## src/gcs_pkg.sv

```systemverilog
// Shared types, constants and defaults of the glyph column serializer.
package gcs_pkg;

    localparam int TABLE_ENTRIES_DEF       = 64;
    localparam int GLYPH_COLUMNS_DEF       = 8;
    localparam int ROW_LINES_DEF           = 8;
    localparam int DISPLAY_COLUMNS_MAX_DEF = 64;

    // Wide enough for a search limit of up to 256 entries.
    localparam int LIM_W       = 9;
    localparam int QUEUE_DEPTH = 2;

    localparam logic [2:0] OP_LOAD    = 3'd0;
    localparam logic [2:0] OP_PRINT   = 3'd1;
    localparam logic [2:0] OP_MEASURE = 3'd2;
    localparam logic [2:0] OP_SHIFT   = 3'd3;
    localparam logic [2:0] OP_CLEAR   = 3'd4;

    localparam logic [2:0] CFG_INVERT          = 3'd0;
    localparam logic [2:0] CFG_DOT_TIME        = 3'd1;
    localparam logic [2:0] CFG_ENTRIES_IN_USE  = 3'd2;
    localparam logic [2:0] CFG_DISPLAY_COLUMNS = 3'd3;
    localparam logic [2:0] CFG_DISPLAY_ROWS    = 3'd4;

    typedef struct packed {
        logic [2:0]  op;
        logic [5:0]  entry;
        logic [15:0] code;
        logic [3:0]  glyph_width;
        logic [3:0]  glyph_height;
        logic [2:0]  column_index;
        logic [7:0]  column_bits;
        logic [6:0]  count;
    } t_in_item;

    typedef struct packed {
        logic [7:0]  row_bits;
        logic        is_column;
        logic [15:0] hold_ticks;
        logic        found;
        logic [3:0]  width;
        logic [3:0]  height;
        logic        last;
    } t_result;

    typedef struct packed {
        logic        invert;
        logic [15:0] dot_time;
        logic [6:0]  entries_in_use;
        logic [6:0]  display_columns;
        logic [3:0]  display_rows;
    } t_cfg;

    typedef enum logic [1:0] {
        CMD_LOAD,
        CMD_SEARCH,
        CMD_BLANK
    } t_cmd_kind;

    typedef struct packed {
        t_cmd_kind        kind;
        logic             emit;       // print rather than measure
        logic [5:0]       entry;
        logic [15:0]      code;
        logic [3:0]       width;
        logic [3:0]       height;
        logic             col_ok;
        logic [2:0]       column_index;
        logic [7:0]       column_bits;
        logic [LIM_W-1:0] lim;
        logic [6:0]       blanks;
        logic             zero_hold;
    } t_cmd;

    typedef enum logic [2:0] {
        ST_IDLE,
        ST_SEARCH,
        ST_COLS,
        ST_STATUS,
        ST_BLANK
    } t_state;

endpackage

```

## src/gcs_queue.sv

```systemverilog
// Short command queue between the front end and the execution back end.
module gcs_queue (
    input  logic          i_clk,
    input  logic          i_rst_n,
    input  logic          i_push,
    input  gcs_pkg::t_cmd i_cmd,
    output logic          o_full,
    output logic          o_valid,
    output gcs_pkg::t_cmd o_cmd,
    input  logic          i_pop
);
    import gcs_pkg::*;

    localparam int PW = QUEUE_DEPTH > 1 ? $clog2(QUEUE_DEPTH) : 1;
    localparam int CW = $clog2(QUEUE_DEPTH + 1);

    t_cmd          r_mem [QUEUE_DEPTH];
    logic [PW-1:0] r_wptr, n_wptr;
    logic [PW-1:0] r_rptr, n_rptr;
    logic [CW-1:0] r_cnt, n_cnt;
    logic          do_push, do_pop;

    always_comb begin
        do_push = i_push && !o_full;
        do_pop  = i_pop && o_valid;
        n_wptr  = r_wptr;
        n_rptr  = r_rptr;
        if (do_push) begin
            n_wptr = (r_wptr == PW'(QUEUE_DEPTH - 1)) ? '0 : PW'(r_wptr + 1'b1);
        end
        if (do_pop) begin
            n_rptr = (r_rptr == PW'(QUEUE_DEPTH - 1)) ? '0 : PW'(r_rptr + 1'b1);
        end
        n_cnt = r_cnt;
        if (do_push && !do_pop) begin
            n_cnt = CW'(r_cnt + 1'b1);
        end else if (do_pop && !do_push) begin
            n_cnt = CW'(r_cnt - 1'b1);
        end
    end

    always_ff @(posedge i_clk) begin
        if (!i_rst_n) begin
            r_wptr <= '0;
            r_rptr <= '0;
            r_cnt  <= '0;
        end else begin
            r_wptr <= n_wptr;
            r_rptr <= n_rptr;
            r_cnt  <= n_cnt;
        end
    end

    always_ff @(posedge i_clk) begin
        if (do_push) begin
            r_mem[r_wptr] <= i_cmd;
        end
    end

    assign o_full  = (r_cnt == CW'(QUEUE_DEPTH));
    assign o_valid = (r_cnt != '0);
    assign o_cmd   = r_mem[r_rptr];
endmodule

```

## config.mk

```make
export PLATFORM = sky130hd
export DESIGN_NAME = gcs_queue
export DESIGN_NICKNAME = d
export VERILOG_FILES = /design/src/gcs_pkg.sv /design/src/gcs_queue.sv
export SDC_FILE = /design/constraint.sdc
export NUM_CORES = 1
export LEC_CHECK = 0
export BUFFER_PORTS_ARGS = -buffer_cell sky130_fd_sc_hd__buf_2
export CORE_MARGIN = 8
export CORE_UTILIZATION = 30
export CTS_CLUSTER_SIZE = 28
export DETAILED_ROUTE_END_ITERATION = 10
export MAX_ROUTING_LAYER = met4
export SETUP_SLACK_MARGIN = 0.05
export SLEW_MARGIN = 20
export SYNTH_ARGS = -nofsm -noshare
export SYNTH_HDL_FRONTEND = slang
export SYNTH_SLANG_ARGS = --single-unit
```

## constraint.sdc

```tcl
create_clock -name i_clk -period 3.16 [get_ports i_clk]
set_input_delay 0.316 -clock i_clk [delete_from_list [all_inputs] [get_ports i_clk]]
set_output_delay 0.316 -clock i_clk [all_outputs]
set_load 0.005 [all_outputs]
```

==> results.md <==
* Critical Path RT at approximately 2800 ps
* Synth Instances at 218
* Fmax at between 400 and 500 MHz
* Final core occ at approximately two fifths
* Vias at ~2400
* Top cells by area, synth: edfxtp_1 79%, mux2_2 15%, dfxtp_1 2.1%
* # fillers at between 1000 and 1500
* Worst hold stages at 1
* Layout cells sized above 1 at about three fifths
* Starting density of the core at 30.9%
* Max FO, Critical Path at 34
* Routed WL per cell at 15.5 um
* Commonest non-fill, non-tap cell in the layout: buf_2
* # port buffers at about 130
* TritonCTS Buffers at 17
* Synth unique cells at 22
* Area after DPL at 5630 um2
* Hold buffers post-CTS at 0
* Horiz. Die Dim at 141 um
* Core Box Area at roughly 15000 um2
* DP HPWL at 6290 um
* Beginning of the worst hold path: i_cmd[48]
* Power density over cell area at approximately 850 nW/um2
* Nets at 430
* TritonCTS clock tree: yes
* Synth top area share at between 70% and 80%
* Detailed Route Iter0 Violations at slightly below 60
* Setup Crit Path Kind: register to primary output
* FF+latch area at between 3000 and 4000 um2
* Pin count of the biggest net entering global routing at 35
* Register area share after synthesis at 81.2%
* Slew Limit Fails at 0
* Initial antenna violation count at 0
* RSZ-0062 raised after global routing: no
* Crit share post-route at about three quarters
* Most frequent cells in the layout: 129 x buf_2, 124 x edfxtp_1, 62 x mux2_2, 17 x clkbuf_16
* Total negative slack at 0 ps
* Max clock buf depth at 2
* # resized after CTS at 0
* Worst hold endpoint: r_mem[1][48]
* Synthesized area per cell at ~22 um2
* Full die area at about 20000 um2
* Diodes inserted at 0
* CP startpoint kind: register
* Synth area leader: edfxtp_1
* Vias in the first global route at around 2800
* Worst-Skew Late Latency at 400 ps
* Global route total overflow at 0
* RePlAce Congestion at roughly 0.68
* FF-to-FF End: r_mem[1][45]
* Reg2reg setup slack at roughly 1200 ps
* Yosys warnings at 0
* # DRC at 0
* Skew final at a little under 9 ps
* Setup-failing EPs final at 0
* Post-Syn Area at between 4000 and 5000 um2
* Hold/Removal Path Class: input pin to register
* Area of the multi-input gates at 835 um2
* Root Driver: clkbuf_16
* Synth Register Bits at 129
* Syn-to-layout area delta at 33.1%
* Via density per instance at ~4.2
* Final WL at 9100 um
* Fin. Hold Viols at 0
* Detail Route Antenna Nets at 0
* Clk slew on worst S/H paths at around 60 ps
* Die height at between 100 and 150 um
* Max Cap Viol at 0
* First-pass GRT wire length at 14200 um
* Worst r2r path cells at 3
* I/O Pins at 130
* Slew margin rel. at approximately half
* Status: finished, final reports clean
* Net Count, Synth at 285
* # Post-CTS Setup Buffers at 0
* Clock sink count at 129
* Final min period at ~2400 ps
* Peak VDD IR at between 0.0004 and 0.0005 V
* DRT Pass-1 Iters at 4
* Row cnt at between 40 and 50
* CP endpoint kind: primary output
* H-tree levels at 4
* Crit path DAT at 2070 ps
* Leak at between 0.002 and 0.0025 uW
* Tot GR Track Use at between 9 and 10%
* Cell area after layout at roughly 6300 um2
* Worst flop-to-flop path startpoint: r_cnt[0]
* Slew at the pin closest to its max-slew limit at roughly 750 ps
-- worst max path at each step --
stage / end / startpoint / cells after the start / slack (ps)
floorplan: r_mem[0][0] / r_cnt[0] / 3 / 650
global placement: o_cmd[45] / register / 3 / 1160
detailed placement: o_cmd[45] / register / 3 / 1150
CTS: o_cmd[45] / register / 3 / 700
global route: o_cmd[45] / register / 3 / 650
finish: o_cmd[45] / register / 3 / 770
-- stage by stage --
| stage | hold slack, ps | power [uW] | instances | setup WS [ps] |
|---|---|---|---|---|
| after floorplan | 415 | 2900 | 218 | 647 |
| after global placement | 495 | 3340 | 555 | 1160 |
| after detailed placement | 508 | 3360 | 555 | 1150 |
| after CTS | 72.2 | 5440 | 587 | 704 |
| after global routing | 69.9 | 5600 | 587 | 650 |
| final | 96.2 | 5340 | 587 | 769 |
-- routing by layer --
| metal | wire length [um] | global-route usage, % | vias to the layer above |
|---|---|---|---|
| met4 | 103 | 3.73 | 0 |
| met3 | 600 | 4.09 | 9 |
| met2 | 4710 | 16.5 | 76 |
| met1 | 3680 | 9.65 | 1204 |
| li1 | - | - | 1151 |
| met5 | 0 | - | - |
-- report_power, final --
part	switching, uW	leakage, uW	internal [uW]
clock network	694	0.000305	1360
registers	110	0.00120	2150
logic	471	0.000827	551
total	1280	0.00233	4060
-- synthesized netlist by cell type, drive strengths merged --
cell    number
a21boi       2
xor2         1
o21a         1
dfxtp        5
nand2b       1
and3         1
inv          2
and2         3
buf          7
o21ai        2
nor2         1
or2          1
ha           1
nor3         1
edfxtp     124
mux2        62
or3          1
xnor2        2
-- critical path, stage by stage (launching register included) --
cell and delay (ps):
dfxtp_2 810, buf_12 290, mux2_2 380, buf_2 130
-- kinds of logic after synthesis --
family	share of synthesized area, %
buffers and inverters	1.22
DFF	81.2
muxes	14.8
and+or+nand+nor	1.22
xor gates and xnor gates	0.558
AOI/OAI and AO/OA	0.691
adders and majority gates	0.266
-- registers in the layout (all words and copies together) (netlist names), named ones only --
signal / flops
r_cnt: 2
r_wptr: 1
r_rptr: 1
r_mem: 124
-- final cells by class --
class	instances	share of cell area, %
clock buffers	19	7.23
clock inverters	13	2.93
inverters	2	0.120
multi-input cells	80	13.3
flip-flops and latches	129	61.0
well taps	211	4.21
repair buffers	133	11.2
No activity file was read; power rests on OpenSTA's default activity.
