[src/gcs_pkg.sv]
// Shared types, constants and defaults of the glyph column serializer.
package gcs_pkg;

    localparam int TABLE_ENTRIES_DEF       = 64;
    localparam int GLYPH_COLUMNS_DEF       = 8;
    localparam int ROW_LINES_DEF           = 8;
    localparam int DISPLAY_COLUMNS_MAX_DEF = 64;

    // Wide enough for a search limit of up to 256 entries.
    localparam int LIM_W       = 9;
    localparam int QUEUE_DEPTH = 2;

    localparam logic [2:0] OP_LOAD    = 3'd0;
    localparam logic [2:0] OP_PRINT   = 3'd1;
    localparam logic [2:0] OP_MEASURE = 3'd2;
    localparam logic [2:0] OP_SHIFT   = 3'd3;
    localparam logic [2:0] OP_CLEAR   = 3'd4;

    localparam logic [2:0] CFG_INVERT          = 3'd0;
    localparam logic [2:0] CFG_DOT_TIME        = 3'd1;
    localparam logic [2:0] CFG_ENTRIES_IN_USE  = 3'd2;
    localparam logic [2:0] CFG_DISPLAY_COLUMNS = 3'd3;
    localparam logic [2:0] CFG_DISPLAY_ROWS    = 3'd4;

    typedef struct packed {
        logic [2:0]  op;
        logic [5:0]  entry;
        logic [15:0] code;
        logic [3:0]  glyph_width;
        logic [3:0]  glyph_height;
        logic [2:0]  column_index;
        logic [7:0]  column_bits;
        logic [6:0]  count;
    } t_in_item;

    typedef struct packed {
        logic [7:0]  row_bits;
        logic        is_column;
        logic [15:0] hold_ticks;
        logic        found;
        logic [3:0]  width;
        logic [3:0]  height;
        logic        last;
    } t_result;

    typedef struct packed {
        logic        invert;
        logic [15:0] dot_time;
        logic [6:0]  entries_in_use;
        logic [6:0]  display_columns;
        logic [3:0]  display_rows;
    } t_cfg;

    typedef enum logic [1:0] {
        CMD_LOAD,
        CMD_SEARCH,
        CMD_BLANK
    } t_cmd_kind;

    typedef struct packed {
        t_cmd_kind        kind;
        logic             emit;       // print rather than measure
        logic [5:0]       entry;
        logic [15:0]      code;
        logic [3:0]       width;
        logic [3:0]       height;
        logic             col_ok;
        logic [2:0]       column_index;
        logic [7:0]       column_bits;
        logic [LIM_W-1:0] lim;
        logic [6:0]       blanks;
        logic             zero_hold;
    } t_cmd;

    typedef enum logic [2:0] {
        ST_IDLE,
        ST_SEARCH,
        ST_COLS,
        ST_STATUS,
        ST_BLANK
    } t_state;

endpackage

[src/gcs_front.sv]
// Front end: takes input items, saturates their fields and turns them into commands.
module gcs_front #(
    parameter int TABLE_ENTRIES       = 64,
    parameter int GLYPH_COLUMNS       = 8,
    parameter int ROW_LINES           = 8,
    parameter int DISPLAY_COLUMNS_MAX = 64
) (
    input  logic              i_accept,
    input  gcs_pkg::t_in_item i_item,
    input  gcs_pkg::t_cfg     i_cfg,
    output logic              o_push,
    output gcs_pkg::t_cmd     o_cmd
);
    import gcs_pkg::*;

    localparam int COL_LIMIT = GLYPH_COLUMNS < 8 ? GLYPH_COLUMNS : 8;
    localparam int ROW_LIMIT = ROW_LINES < 8 ? ROW_LINES : 8;

    logic [LIM_W-1:0] te_x;
    logic [LIM_W-1:0] eiu_x;
    logic [6:0]       cols;
    logic [6:0]       shift_n;
    logic             entry_ok;

    always_comb begin
        te_x     = LIM_W'(TABLE_ENTRIES);
        eiu_x    = LIM_W'(i_cfg.entries_in_use);
        entry_ok = LIM_W'(i_item.entry) < te_x;
        cols     = (i_cfg.display_columns > 7'(DISPLAY_COLUMNS_MAX)) ?
                   7'(DISPLAY_COLUMNS_MAX) : i_cfg.display_columns;
        shift_n  = (i_item.count > cols) ? cols : i_item.count;

        o_cmd              = '0;
        o_cmd.kind         = CMD_LOAD;
        o_cmd.entry        = i_item.entry;
        o_cmd.code         = i_item.code;
        o_cmd.width        = (i_item.glyph_width > 4'(COL_LIMIT)) ?
                             4'(COL_LIMIT) : i_item.glyph_width;
        o_cmd.height       = (i_item.glyph_height > 4'(ROW_LIMIT)) ?
                             4'(ROW_LIMIT) : i_item.glyph_height;
        o_cmd.col_ok       = {1'b0, i_item.column_index} < 4'(COL_LIMIT);
        o_cmd.column_index = i_item.column_index;
        o_cmd.column_bits  = i_item.column_bits;
        o_cmd.lim          = (eiu_x > te_x) ? te_x : eiu_x;
        o_push             = 1'b0;

        unique case (i_item.op)
            OP_LOAD: begin
                o_cmd.kind = CMD_LOAD;
                o_push     = i_accept && entry_ok;
            end
            OP_PRINT, OP_MEASURE: begin
                o_cmd.kind = CMD_SEARCH;
                o_cmd.emit = (i_item.op == OP_PRINT);
                o_push     = i_accept;
            end
            OP_SHIFT: begin
                o_cmd.kind   = CMD_BLANK;
                o_cmd.blanks = shift_n;
                o_push       = i_accept && (shift_n != 7'd0);
            end
            OP_CLEAR: begin
                o_cmd.kind      = CMD_BLANK;
                o_cmd.blanks    = cols;
                o_cmd.zero_hold = 1'b1;
                o_push          = i_accept && (cols != 7'd0);
            end
            default: begin
                // Unused op codes are accepted and dropped.
                o_push = 1'b0;
            end
        endcase
    end
endmodule

[config.mk]
export PLATFORM = sky130hd
export DESIGN_NAME = gcs_front
export DESIGN_NICKNAME = d
export VERILOG_FILES = /design/src/gcs_pkg.sv /design/src/gcs_front.sv
export SDC_FILE = /design/constraint.sdc
export NUM_CORES = 1
export LEC_CHECK = 0
export BUFFER_PORTS_ARGS = -buffer_cell sky130_fd_sc_hd__buf_2
export CAP_MARGIN = 20
export CORE_MARGIN = 4
export CORE_UTILIZATION = 25
export DETAILED_ROUTE_END_ITERATION = 8
export PLACE_DENSITY = 0.9
export SETUP_SLACK_MARGIN = 0.02
export SYNTH_ARGS = -nofsm -noshare
export SYNTH_HDL_FRONTEND = slang
export SYNTH_SLANG_ARGS = --single-unit
export TNS_END_PERCENT = 1
[constraint.sdc]
create_clock -name vclk -period 1.9
set_input_delay 0.095 -clock vclk [all_inputs]
set_output_delay 0.095 -clock vclk [all_outputs]
set_load 0.02 [all_outputs]
==> Implementation_results.wiki, run 1 <==
{| class="wikitable"
! Metric !! Value
|-
| Placeable core region || ~0.0031 mm²
|-
| Kind of launch point of the worst setup path || input pin
|-
| Maximum number of pins on one net before global-route repair || 9
|-
| Sequential cell area || 0 µm²
|-
| Portion of the post-synthesis area used by sequential elements || 0
|-
| Global placement routability congestion || 0.9830
|-
| Commonest cells in the netlist || sky130_fd_sc_hd__buf_4, sky130_fd_sc_hd__nor2b_1, sky130_fd_sc_hd__nand2_1, sky130_fd_sc_hd__ha_1, sky130_fd_sc_hd__a32o_1
|-
| Critical path arrival || approximately 1800 ps
|-
| Classification of the worst setup path || in -> out
|-
| Count of nets after finishing || 237
|-
| Initial DRT Pass Iterations || 4
|-
| Leak || 0.5688 nW
|-
| Overall routing resource usage || 0.08968
|-
| CP peak stage delay || approximately 230 ps
|-
| Leading post-synthesis cells by cell area || sky130_fd_sc_hd__buf_4, sky130_fd_sc_hd__ha_1, sky130_fd_sc_hd__nor2b_1, sky130_fd_sc_hd__a32o_1, sky130_fd_sc_hd__nand2_1
|-
| Hold buffer count at cts || 0
|-
| Site row count || 20
|-
| Post-synthesis average cell area || 7.189 µm²
|-
| Die Footprint || ~0.0043 mm²
|-
| Netlist area before placement || 819.5 µm²
|-
| GR Layer Usage met1 || 0.09119
|-
| P&R area growth vs syn || 37.40%
|-
| FF+latch count || 0
|-
| Starting density of the core || 0.2641
|-
| Power Total || 299.2 µW
|-
| Max rail drop VDD || 123.3 µV
|-
| Number of DRC violations after detailed-routing iteration 0 || 10
|-
| Period utilization || 0.9704
|-
| Most numerous cell in the Yosys netlist || sky130_fd_sc_hd__buf_4
|-
| Overflow left after global routing || 0
|-
| Fin. max-slew vios || 0
|-
| Multi-input combinational cell area || between 600 and 700 µm²
|-
| Number of placed I/O pins || 150
|-
| Synthesis Warnings || 0
|-
| Wirelength, routed || about 2.4 mm
|-
| Maximum Capacitance Violations || 0
|-
| Share of layout cells above drive strength 1 || 0.6809
|-
| Total count of hold-check failures in the final report || 0
|-
| Number of antenna violations at the first check in global routing || 0
|-
| Clock buffer count || 0
|-
| Post-detailed-route via-to-cell ratio || 4.800
|-
| Routed wire per std cell || 12.74 µm
|-
| Number of endpoints failing setup at the final stage || 0
|-
| Design Area, Final || 0.001126 mm²
|-
| Post-route antenna net violation count || 0
|-
| Port bufs || 60
|-
| Category of the worst setup path capture point || output pin
|-
| Met3 routing resource usage after global routing || 0.01197
|-
| Die height || 65.26 µm
|-
| Cell accounting for the most synthesized area || sky130_fd_sc_hd__buf_4
|-
| Number of cells produced by synthesis || 114
|-
| Diodes inserted || 0
|-
| Worst EP required || 1800 ps
|-
| Die width || between 60 and 70 µm
|-
| First-pass GRT wire length || 3.187 mm
|-
| Hold crit path type || in -> out
|-
| Cell type with the highest occurrence count on the critical path || sky130_fd_sc_hd__buf_4
|-
| Peak fanout along the critical path || 6
|-
| Share of the synthesized area in the top cell type || 0.3298
|-
| Distinct cell type count of the synthesized netlist || 31
|-
| Ordered cell list for the critical path || buf_2, buf_4, nor2b_4, ha_1, nand3_1, nor2_2, o21bai_2, buf_4, and2_4, a32o_2, buf_4
|-
| Run status || completed
|-
| Setup repair after global routing missed its margin || yes
|-
| Areal power density over the cells || 265.7 mW/mm²
|-
| Slowest stage cell, crit path || sky130_fd_sc_hd__ha_1
|-
| Total of fill cells in the finished design || 326
|-
| Global routing usage on met2 || 0.1884
|-
| Half-perimeter wire length after placement || around 1.9 mm
|-
| Total number of vias || 888
|-
| Post-DP Area || around 940 µm²
|-
| Global routing's busiest layer || met2
|-
| Highest clock rate || ~540 MHz
|-
| Number of global-route vias before repair || 768
|-
| DRC Markers || 0
|-
| Min cycle time layout || roughly 1800 ps
|}
report_power, final:
group          total, mW  switching (mW)  internal, mW
logic              0.299           0.160         0.139
registers              0               0             0
clock network          0               0             0
area by class of cell:
class	count	area share
timing repair buffer	67	0.3489
inverter	4	0.01778
multi-input combinational	70	0.5844
tap	44	0.04889
critical path, delay by kind of cell:
kind | cells | cell delay [ps]
buffers and inverters | 4 | 590
AO/OA/AOI/OAI | 2 | 400
adder cells (fa/ha/maj) | 1 | 230
AND/OR/NAND/NOR | 4 | 420
routing by layer:
metal | vias up | routed length (µm) | part of all wire
met2 | 71 | 1195 | 0.51
met3 | 10 | 354 | 0.15
met1 | 396 | 764 | 0.32
li1 | 411 | - | -
met5 | - | 0 | 0
met4 | 0 | 42 | 0.018
through the flow:
| step | TNS, ps | utilization | instances | hold slack [ps] | setup slack (ps) |
|---|---|---|---|---|---|
| floorplan | 0 | - | 115 | 268.1 | 37.55 |
| CTS | 0 | 0.3113 | 184 | 190.1 | 10.86 |
| global placement | -571.6 | 0.3024 | 184 | 190.1 | -105.7 |
| finish | 0 | 0.3629 | 185 | 190.0 | 56.27 |
| detailed placement | -822.6 | 0.3024 | 184 | 190.1 | -146.8 |
| global route | -10.64 | 0.3629 | 185 | 190.0 | -5.817 |
final timing paths:
path | startpoint | to | slack [ps] | cells past startpoint
setup / recovery | i_cfg[10] | o_cmd[6] | 60 | 11
hold / removal | i_item[8] | o_cmd[18] | 190 | 0
cells by family after synthesis:
| group | Yosys count | share of synthesized area |
|---|---|---|
| buf+inv | 45 | 0.3801 |
| simple gates | 38 | 0.2611 |
| compound gates | 18 | 0.1893 |
| fa+ha+maj | 7 | 0.1069 |
| mux | 3 | 0.04274 |
| other cells | 2 | 0.009164 |
| xor+xnor | 1 | 0.01069 |
cells in the final DEF (no fill, tap or decap), types with 2 or more instances in the layout:
cell type                  instances
sky130_fd_sc_hd__buf_4             8
sky130_fd_sc_hd__nor3_1            2
sky130_fd_sc_hd__a32o_2            5
sky130_fd_sc_hd__nor4_1            2
sky130_fd_sc_hd__buf_6             6
sky130_fd_sc_hd__mux2i_1           2
sky130_fd_sc_hd__conb_1            3
sky130_fd_sc_hd__nand3b_1          2
sky130_fd_sc_hd__nand2_1           4
sky130_fd_sc_hd__nor2_1            3
sky130_fd_sc_hd__nor2b_1          13
sky130_fd_sc_hd__a21oi_2           3
sky130_fd_sc_hd__nand2_2           4
sky130_fd_sc_hd__inv_1             3
sky130_fd_sc_hd__buf_2            53
sky130_fd_sc_hd__ha_4              6
what timing repair did:
action                                  CTS  global route
endpoints found under the setup margin    8             8
setup buffers                             0             1
gates resized for setup                   9            31
pin swaps                                 2            13
Power figures use the tool's default switching activity.
==> inputs of run 2 (changes only) <==
==> constraint.sdc (replaced) <==
create_clock -name vclk -period 1.9
set_input_delay 0.38 -clock vclk [all_inputs]
set_output_delay 0.38 -clock vclk [all_outputs]
set_load 0.02 [all_outputs]
==> run 2 against run 1 <==
The run now ends with setup timing left. Final cell count grew 8.1%. Non-clock buffer count increased by 15. Combinational power increased by 18%. Critical endpoint is now o_push.
==> Implementation_results.wiki, run 2 (synthesis results as in run 1) <==
{| class="wikitable"
! Metric !! Value
|-
| Post-route antenna net violation count || 0 (unchanged)
|-
| Relative contribution of the clock network to total power || 0 (unchanged)
|-
| Worst slack at placement || -540.8 ps (-394.0 ps)
|-
| Sequential cell area || 0 µm² (unchanged)
|-
| Die width || 65.26 µm (unchanged)
|-
| Design Area, Final || 0.001328 mm² (+18%)
|-
| Final-layout setup total negative slack || -3227 ps (-3227 ps)
|-
| Number of placed I/O pins || 150 (unchanged)
|-
| Proportion of power drawn by combinational gates || 1.000 (about the same)
|-
| Kind of launch point of the worst setup path || input pin
|-
| Peak fanout along the critical path || 7 (+1)
|-
| DRC Markers || 0 (unchanged)
|-
| Violated checks || setup timing
|-
| Total net switching power || 180.8 µW (+13%)
|-
| FF+latch count || 0 (unchanged)
|-
| Initial DRT Pass Iterations || 4 (unchanged)
|-
| Global placement routability congestion || 0.8243 (-16%)
|-
| Max rail drop VDD || 109.3 µV (-11%)
|-
| Areal power density over the cells || 264.8 mW/mm² (-0.32%)
|-
| Total of fill cells in the finished design || 327 (+0.31%)
|-
| Number of endpoints failing setup at the final stage || 8 (+8)
|-
| Starting density of the core || 0.2641 (unchanged)
|-
| Number of global-route vias before repair || 883 (+15%)
|-
| Critical path arrival || 1980 ps (+230 ps)
|-
| Net Sw Frac || 0.5144 (-0.02201)
|-
| Proportion of power drawn by flip-flops and latches || 0 (unchanged)
|-
| Final worst slack || -458.8 ps (-515.1 ps)
|-
| Die Footprint || 0.004258 mm² (unchanged)
|-
| Highest clock rate || 423.9 MHz (-22%)
|-
| Number of antenna violations at the first check in global routing || 0 (unchanged)
|-
| Wirelength, routed || 2.656 mm (+13%)
|-
| Maximum Capacitance Violations || 0 (unchanged)
|-
| Most common cell after layout, fill and taps aside || sky130_fd_sc_hd__buf_2
|-
| Diodes inserted || 0 (unchanged)
|-
| Cell-internal power || 170.7 µW (+23%)
|-
| Post-DP Area || 0.001209 mm² (+29%)
|-
| Port bufs || 60 (unchanged)
|-
| Classification of the worst setup path || in -> out
|-
| Leak || 0.6758 nW (+19%)
|-
| Fin. max-slew vios || 0 (unchanged)
|-
| Run status || complete, but fails checks
|-
| Half-perimeter wire length after placement || 2.255 mm (+16%)
|-
| Overflow left after global routing || 0 (unchanged)
|-
| Site row count || 20 (unchanged)
|-
| Commonest cells after routing, fill and taps aside || sky130_fd_sc_hd__buf_2, sky130_fd_sc_hd__buf_4, sky130_fd_sc_hd__nor2b_1
|-
| Number of instances on the worst hold path || 0 (unchanged)
|-
| Period utilization || 1.241 (+0.2711)
|-
| Count of nets after finishing || 252 (+6.3%)
|-
| Post-detailed-route via-to-cell ratio || 4.600 (-4.2%)
|-
| Routed wire per std cell || 13.28 µm (+4.2%)
|-
| Clock buffer count || 0 (unchanged)
|-
| First-pass GRT wire length || 3.974 mm (+25%)
|-
| Number of DRC violations after detailed-routing iteration 0 || 24 (+14)
|-
| Worst EP required || 1520 ps (-280 ps)
|-
| Share of layout cells above drive strength 1 || 0.7564 (+0.07556)
|-
| Total count of hold-check failures in the final report || 0 (unchanged)
|-
| Overall routing resource usage || 0.1135 (+0.02384)
|-
| Total number of vias || 920 (+3.6%)
|-
| Setup repair after global routing missed its margin || yes
|-
| Die height || 65.26 µm (unchanged)
|-
| Category of the worst setup path capture point || output pin
|-
| Placeable core region || 0.003103 mm² (unchanged)
|-
| Hold crit path type || in -> out
|-
| Min cycle time layout || 2359 ps (+515.1 ps)
|-
| Power Total || 351.5 µW (+18%)
|-
| Maximum number of pins on one net before global-route repair || 8 (-1)
|-
| P&R area growth vs syn || 61.98%
|-
| Worst hold slack across all endpoints || 760.0 ps (+570.0 ps)
|}
run 2: power groups by stage:
stage	registers, mW	logic [mW]	clock network, mW
2_1_floorplan	0	0.299	0
3_3_place_gp	0	0.313	0
3_5_place_dp	0	0.320	0
4_1_cts	0	0.345	0
5_1_grt	0	0.378	0
6_report	0	0.352	0
run 2: worst paths after layout:
| check | start | endpoint | slack, ps |
|---|---|---|---|
| hold / removal | i_item[8] | o_cmd[18] | 760 |
| setup / recovery | i_cfg[10] | o_push | -460 |
run 2: per-stage QoR:
step                        util  cells
final                     0.4278    200
after floorplan                -    115
after global routing      0.4278    200
after detailed placement  0.3895    196
after global placement    0.3895    196
after CTS                 0.4194    199
run 2: critical path, cell delays in order:
cell	delay, ps
sky130_fd_sc_hd__buf_12	110
sky130_fd_sc_hd__inv_12	80
sky130_fd_sc_hd__nand2_4	50
sky130_fd_sc_hd__ha_4	270
sky130_fd_sc_hd__nand4_4	130
sky130_fd_sc_hd__nor2_4	130
sky130_fd_sc_hd__buf_4	120
sky130_fd_sc_hd__mux2i_2	210
sky130_fd_sc_hd__mux2i_2	120
sky130_fd_sc_hd__a41oi_4	220
sky130_fd_sc_hd__buf_6	140
run 2: repair_timing:
action                                  in CTS  in global routing
pin swaps                                   12                  7
hold buffers                                 0                  0
resized for setup                           19                  6
endpoints found under the setup margin       8                  8
setup buffers                                3                  1
run 2: layout make-up:
| type | count | area, µm² | area share |
|---|---|---|---|
| multi-input combinational | 70 | 724.4 | 0.5457 |
| timing repair buffer | 82 | 520.5 | 0.3921 |
| tap | 44 | 55.05 | 0.04147 |
| inverter | 4 | 27.53 | 0.02074 |
run 2: metal layers:
layer	routed length [µm]	up-vias	global-route usage	share of wire
met3	299	2	0.01538	0.11
met4	10	0	0.01554	0.0038
li1	-	439	-	-
met2	1320	59	0.2137	0.50
met5	0	-	0	0
met1	1025	420	0.1383	0.39
==> inputs of run 3 (changes only) <==
--- a/config.mk
+++ b/config.mk
@@ -10,7 +10,7 @@
 export CORE_MARGIN = 4
 export CORE_UTILIZATION = 25
 export DETAILED_ROUTE_END_ITERATION = 8
-export PLACE_DENSITY = 0.9
+export PLACE_DENSITY = 0.89
 export SETUP_SLACK_MARGIN = 0.02
 export SYNTH_ARGS = -nofsm -noshare
 export SYNTH_HDL_FRONTEND = slang
==> run 3 against run 2 <==
The run still ends with setup timing left. Sequential share of layout area did not move. Core utilization fell by 1.3 points. Critical endpoint unchanged. Total power fell by 2.3%. Hold slack barely moved. Largest cell class unchanged. Non-clock buffer count fell by 3. Wire length fell by 3.2%. Final cell count fell by 1.5%. Combinational power fell by 3%. First-iteration DRC count fell by 13%. Design area fell by 3.0%. Setup slack improved by 12 ps.
==> Implementation_results.wiki, run 3 (synthesis results as in run 1) <==
{| class="wikitable"
! Metric !! Value
|-
| Commonest cells after routing, fill and taps aside || sky130_fd_sc_hd__buf_2, sky130_fd_sc_hd__buf_4, sky130_fd_sc_hd__nor2b_1
|-
| Number of placed I/O pins || 150 (unchanged)
|-
| Die width || 65.26 µm (unchanged)
|-
| Sequential cell area || 0 µm² (unchanged)
|-
| Maximum Capacitance Violations || 0 (unchanged)
|-
| Highest clock rate || 426.1 MHz (+0.51%)
|-
| Global placement routability congestion || 0.7979 (-3.2%)
|-
| Peak fanout along the critical path || 7 (unchanged)
|-
| Count of nets after finishing || 249 (-1.2%)
|-
| Fin. max-slew vios || 0 (unchanged)
|-
| Starting density of the core || 0.2641 (unchanged)
|-
| Hold buffer count at cts || 0 (unchanged)
|-
| Final worst slack || -446.9 ps (+11.88 ps)
|-
| Hold crit path type || in -> out
|-
| Post-detailed-route via-to-cell ratio || 4.452 (-3.2%)
|-
| Total number of vias || 877 (-4.7%)
|-
| Kind of launch point of the worst setup path || input pin
|-
| Number of antenna violations at the first check in global routing || 0 (unchanged)
|-
| Share of layout cells above drive strength 1 || 0.7320 (-0.02438)
|-
| Period utilization || 1.235 (-0.006251)
|-
| Number of global-route vias before repair || 910 (+3.1%)
|-
| Port bufs || 60 (unchanged)
|-
| Site row count || 20 (unchanged)
|-
| Run status || complete, but fails checks
|-
| Post-route antenna net violation count || 0 (unchanged)
|-
| Placeable core region || 0.003103 mm² (unchanged)
|-
| Violated checks || setup timing
|-
| Overflow left after global routing || 0 (unchanged)
|-
| Min cycle time layout || 2347 ps (-11.88 ps)
|-
| Power Total || 343.4 µW (-2.3%)
|-
| DRC Markers || 0 (unchanged)
|-
| Max rail drop VDD || 109.6 µV (+0.21%)
|-
| Setup repair after global routing missed its margin || yes
|-
| Number of DRC violations after detailed-routing iteration 0 || 21 (-13%)
|-
| Number of endpoints failing setup at the final stage || 8 (unchanged)
|-
| Total count of hold-check failures in the final report || 0 (unchanged)
|-
| Clock buffer count || 0 (unchanged)
|-
| Final standard cell utilization of the core || 0.4149 (-0.01290)
|-
| Routed wire per std cell || 13.06 µm (-1.7%)
|-
| Die height || 65.26 µm (unchanged)
|-
| Most common cell after layout, fill and taps aside || sky130_fd_sc_hd__buf_2
|-
| Classification of the worst setup path || in -> out
|-
| Critical path origin || i_cfg[10]
|-
| Areal power density over the cells || 266.7 mW/mm² (+0.74%)
|-
| Overall routing resource usage || 0.1165 (+0.002930)
|-
| Category of the worst setup path capture point || output pin
|-
| Half-perimeter wire length after placement || 2.281 mm (+1.2%)
|-
| Post-CTS setup buffer count || 0 (-3)
|-
| Wirelength, routed || 2.572 mm (-3.2%)
|-
| P&R area growth vs syn || 57.10%
|-
| Maximum number of pins on one net before global-route repair || 8 (unchanged)
|-
| Worst Min Path Start || i_item[7]
|-
| Leak || 0.6465 nW (-4.3%)
|-
| FF+latch count || 0 (unchanged)
|-
| Critical path arrival || 1970 ps (about the same)
|-
| Worst slack at placement || -551.9 ps (-11.06 ps)
|-
| Worst EP required || 1520 ps (about the same)
|-
| Final-layout setup total negative slack || -2996 ps (+230.9 ps)
|-
| Diodes inserted || 0 (unchanged)
|-
| Die Footprint || 0.004258 mm² (unchanged)
|-
| First-pass GRT wire length || 4.071 mm (+2.4%)
|-
| Initial DRT Pass Iterations || 4 (unchanged)
|-
| Worst hold slack across all endpoints || 760.0 ps (+0.001000 ps)
|}
==> run 3: path summary, 6_finish.rpt <==
path	to	slack (ps)	depth (start not counted)
worst min-delay path	o_cmd[17]	760	0
worst max-delay path	o_push	-450	10
==> run 3: through the flow <==
step | cells | instance area, µm²
2_1_floorplan | 115 | 1036
3_3_place_gp | 197 | 1216
3_5_place_dp | 197 | 1216
4_1_cts | 197 | 1277
5_1_grt | 197 | 1287
6_report | 197 | 1287
==> run 3: what timing repair did <==
action	4_1_cts	5_1_grt
pin swaps	8	1
resized for setup	17	3
setup endpoints to repair	8	8
==> run 3: area by class of cell <==
| cell class | count | area [µm²] |
|---|---|---|
| inverters | 4 | 27.53 |
| multi-input cells | 70 | 711.9 |
| well taps | 44 | 55.05 |
| fillers | 325 | 1815 |
| repair buffers | 79 | 493.0 |
==> run 3: where the power goes <==
group          switching, mW  internal, mW
registers                  0             0
clock network              0             0
logic                  0.178         0.165
==> run 3: per-layer routing <==
metal | GRT usage | part of all wire | up-vias
li1 | - | - | 433
met3 | 0.01880 | 0.090 | 8
met1 | 0.1458 | 0.40 | 382
met2 | 0.2061 | 0.49 | 54
met4 | 0.02850 | 0.020 | 0
met5 | 0 | 0 | -
==> run 3: critical path, cell delays in order <==
cell and delay, ps:
sky130_fd_sc_hd__buf_12 110, sky130_fd_sc_hd__inv_12 70, sky130_fd_sc_hd__nand2_4 50, sky130_fd_sc_hd__ha_4 290
sky130_fd_sc_hd__nand3b_1 120, sky130_fd_sc_hd__a21oi_4 190, sky130_fd_sc_hd__o21bai_4 110, sky130_fd_sc_hd__mux2_4 320
sky130_fd_sc_hd__a41oi_4 170, sky130_fd_sc_hd__buf_6 140
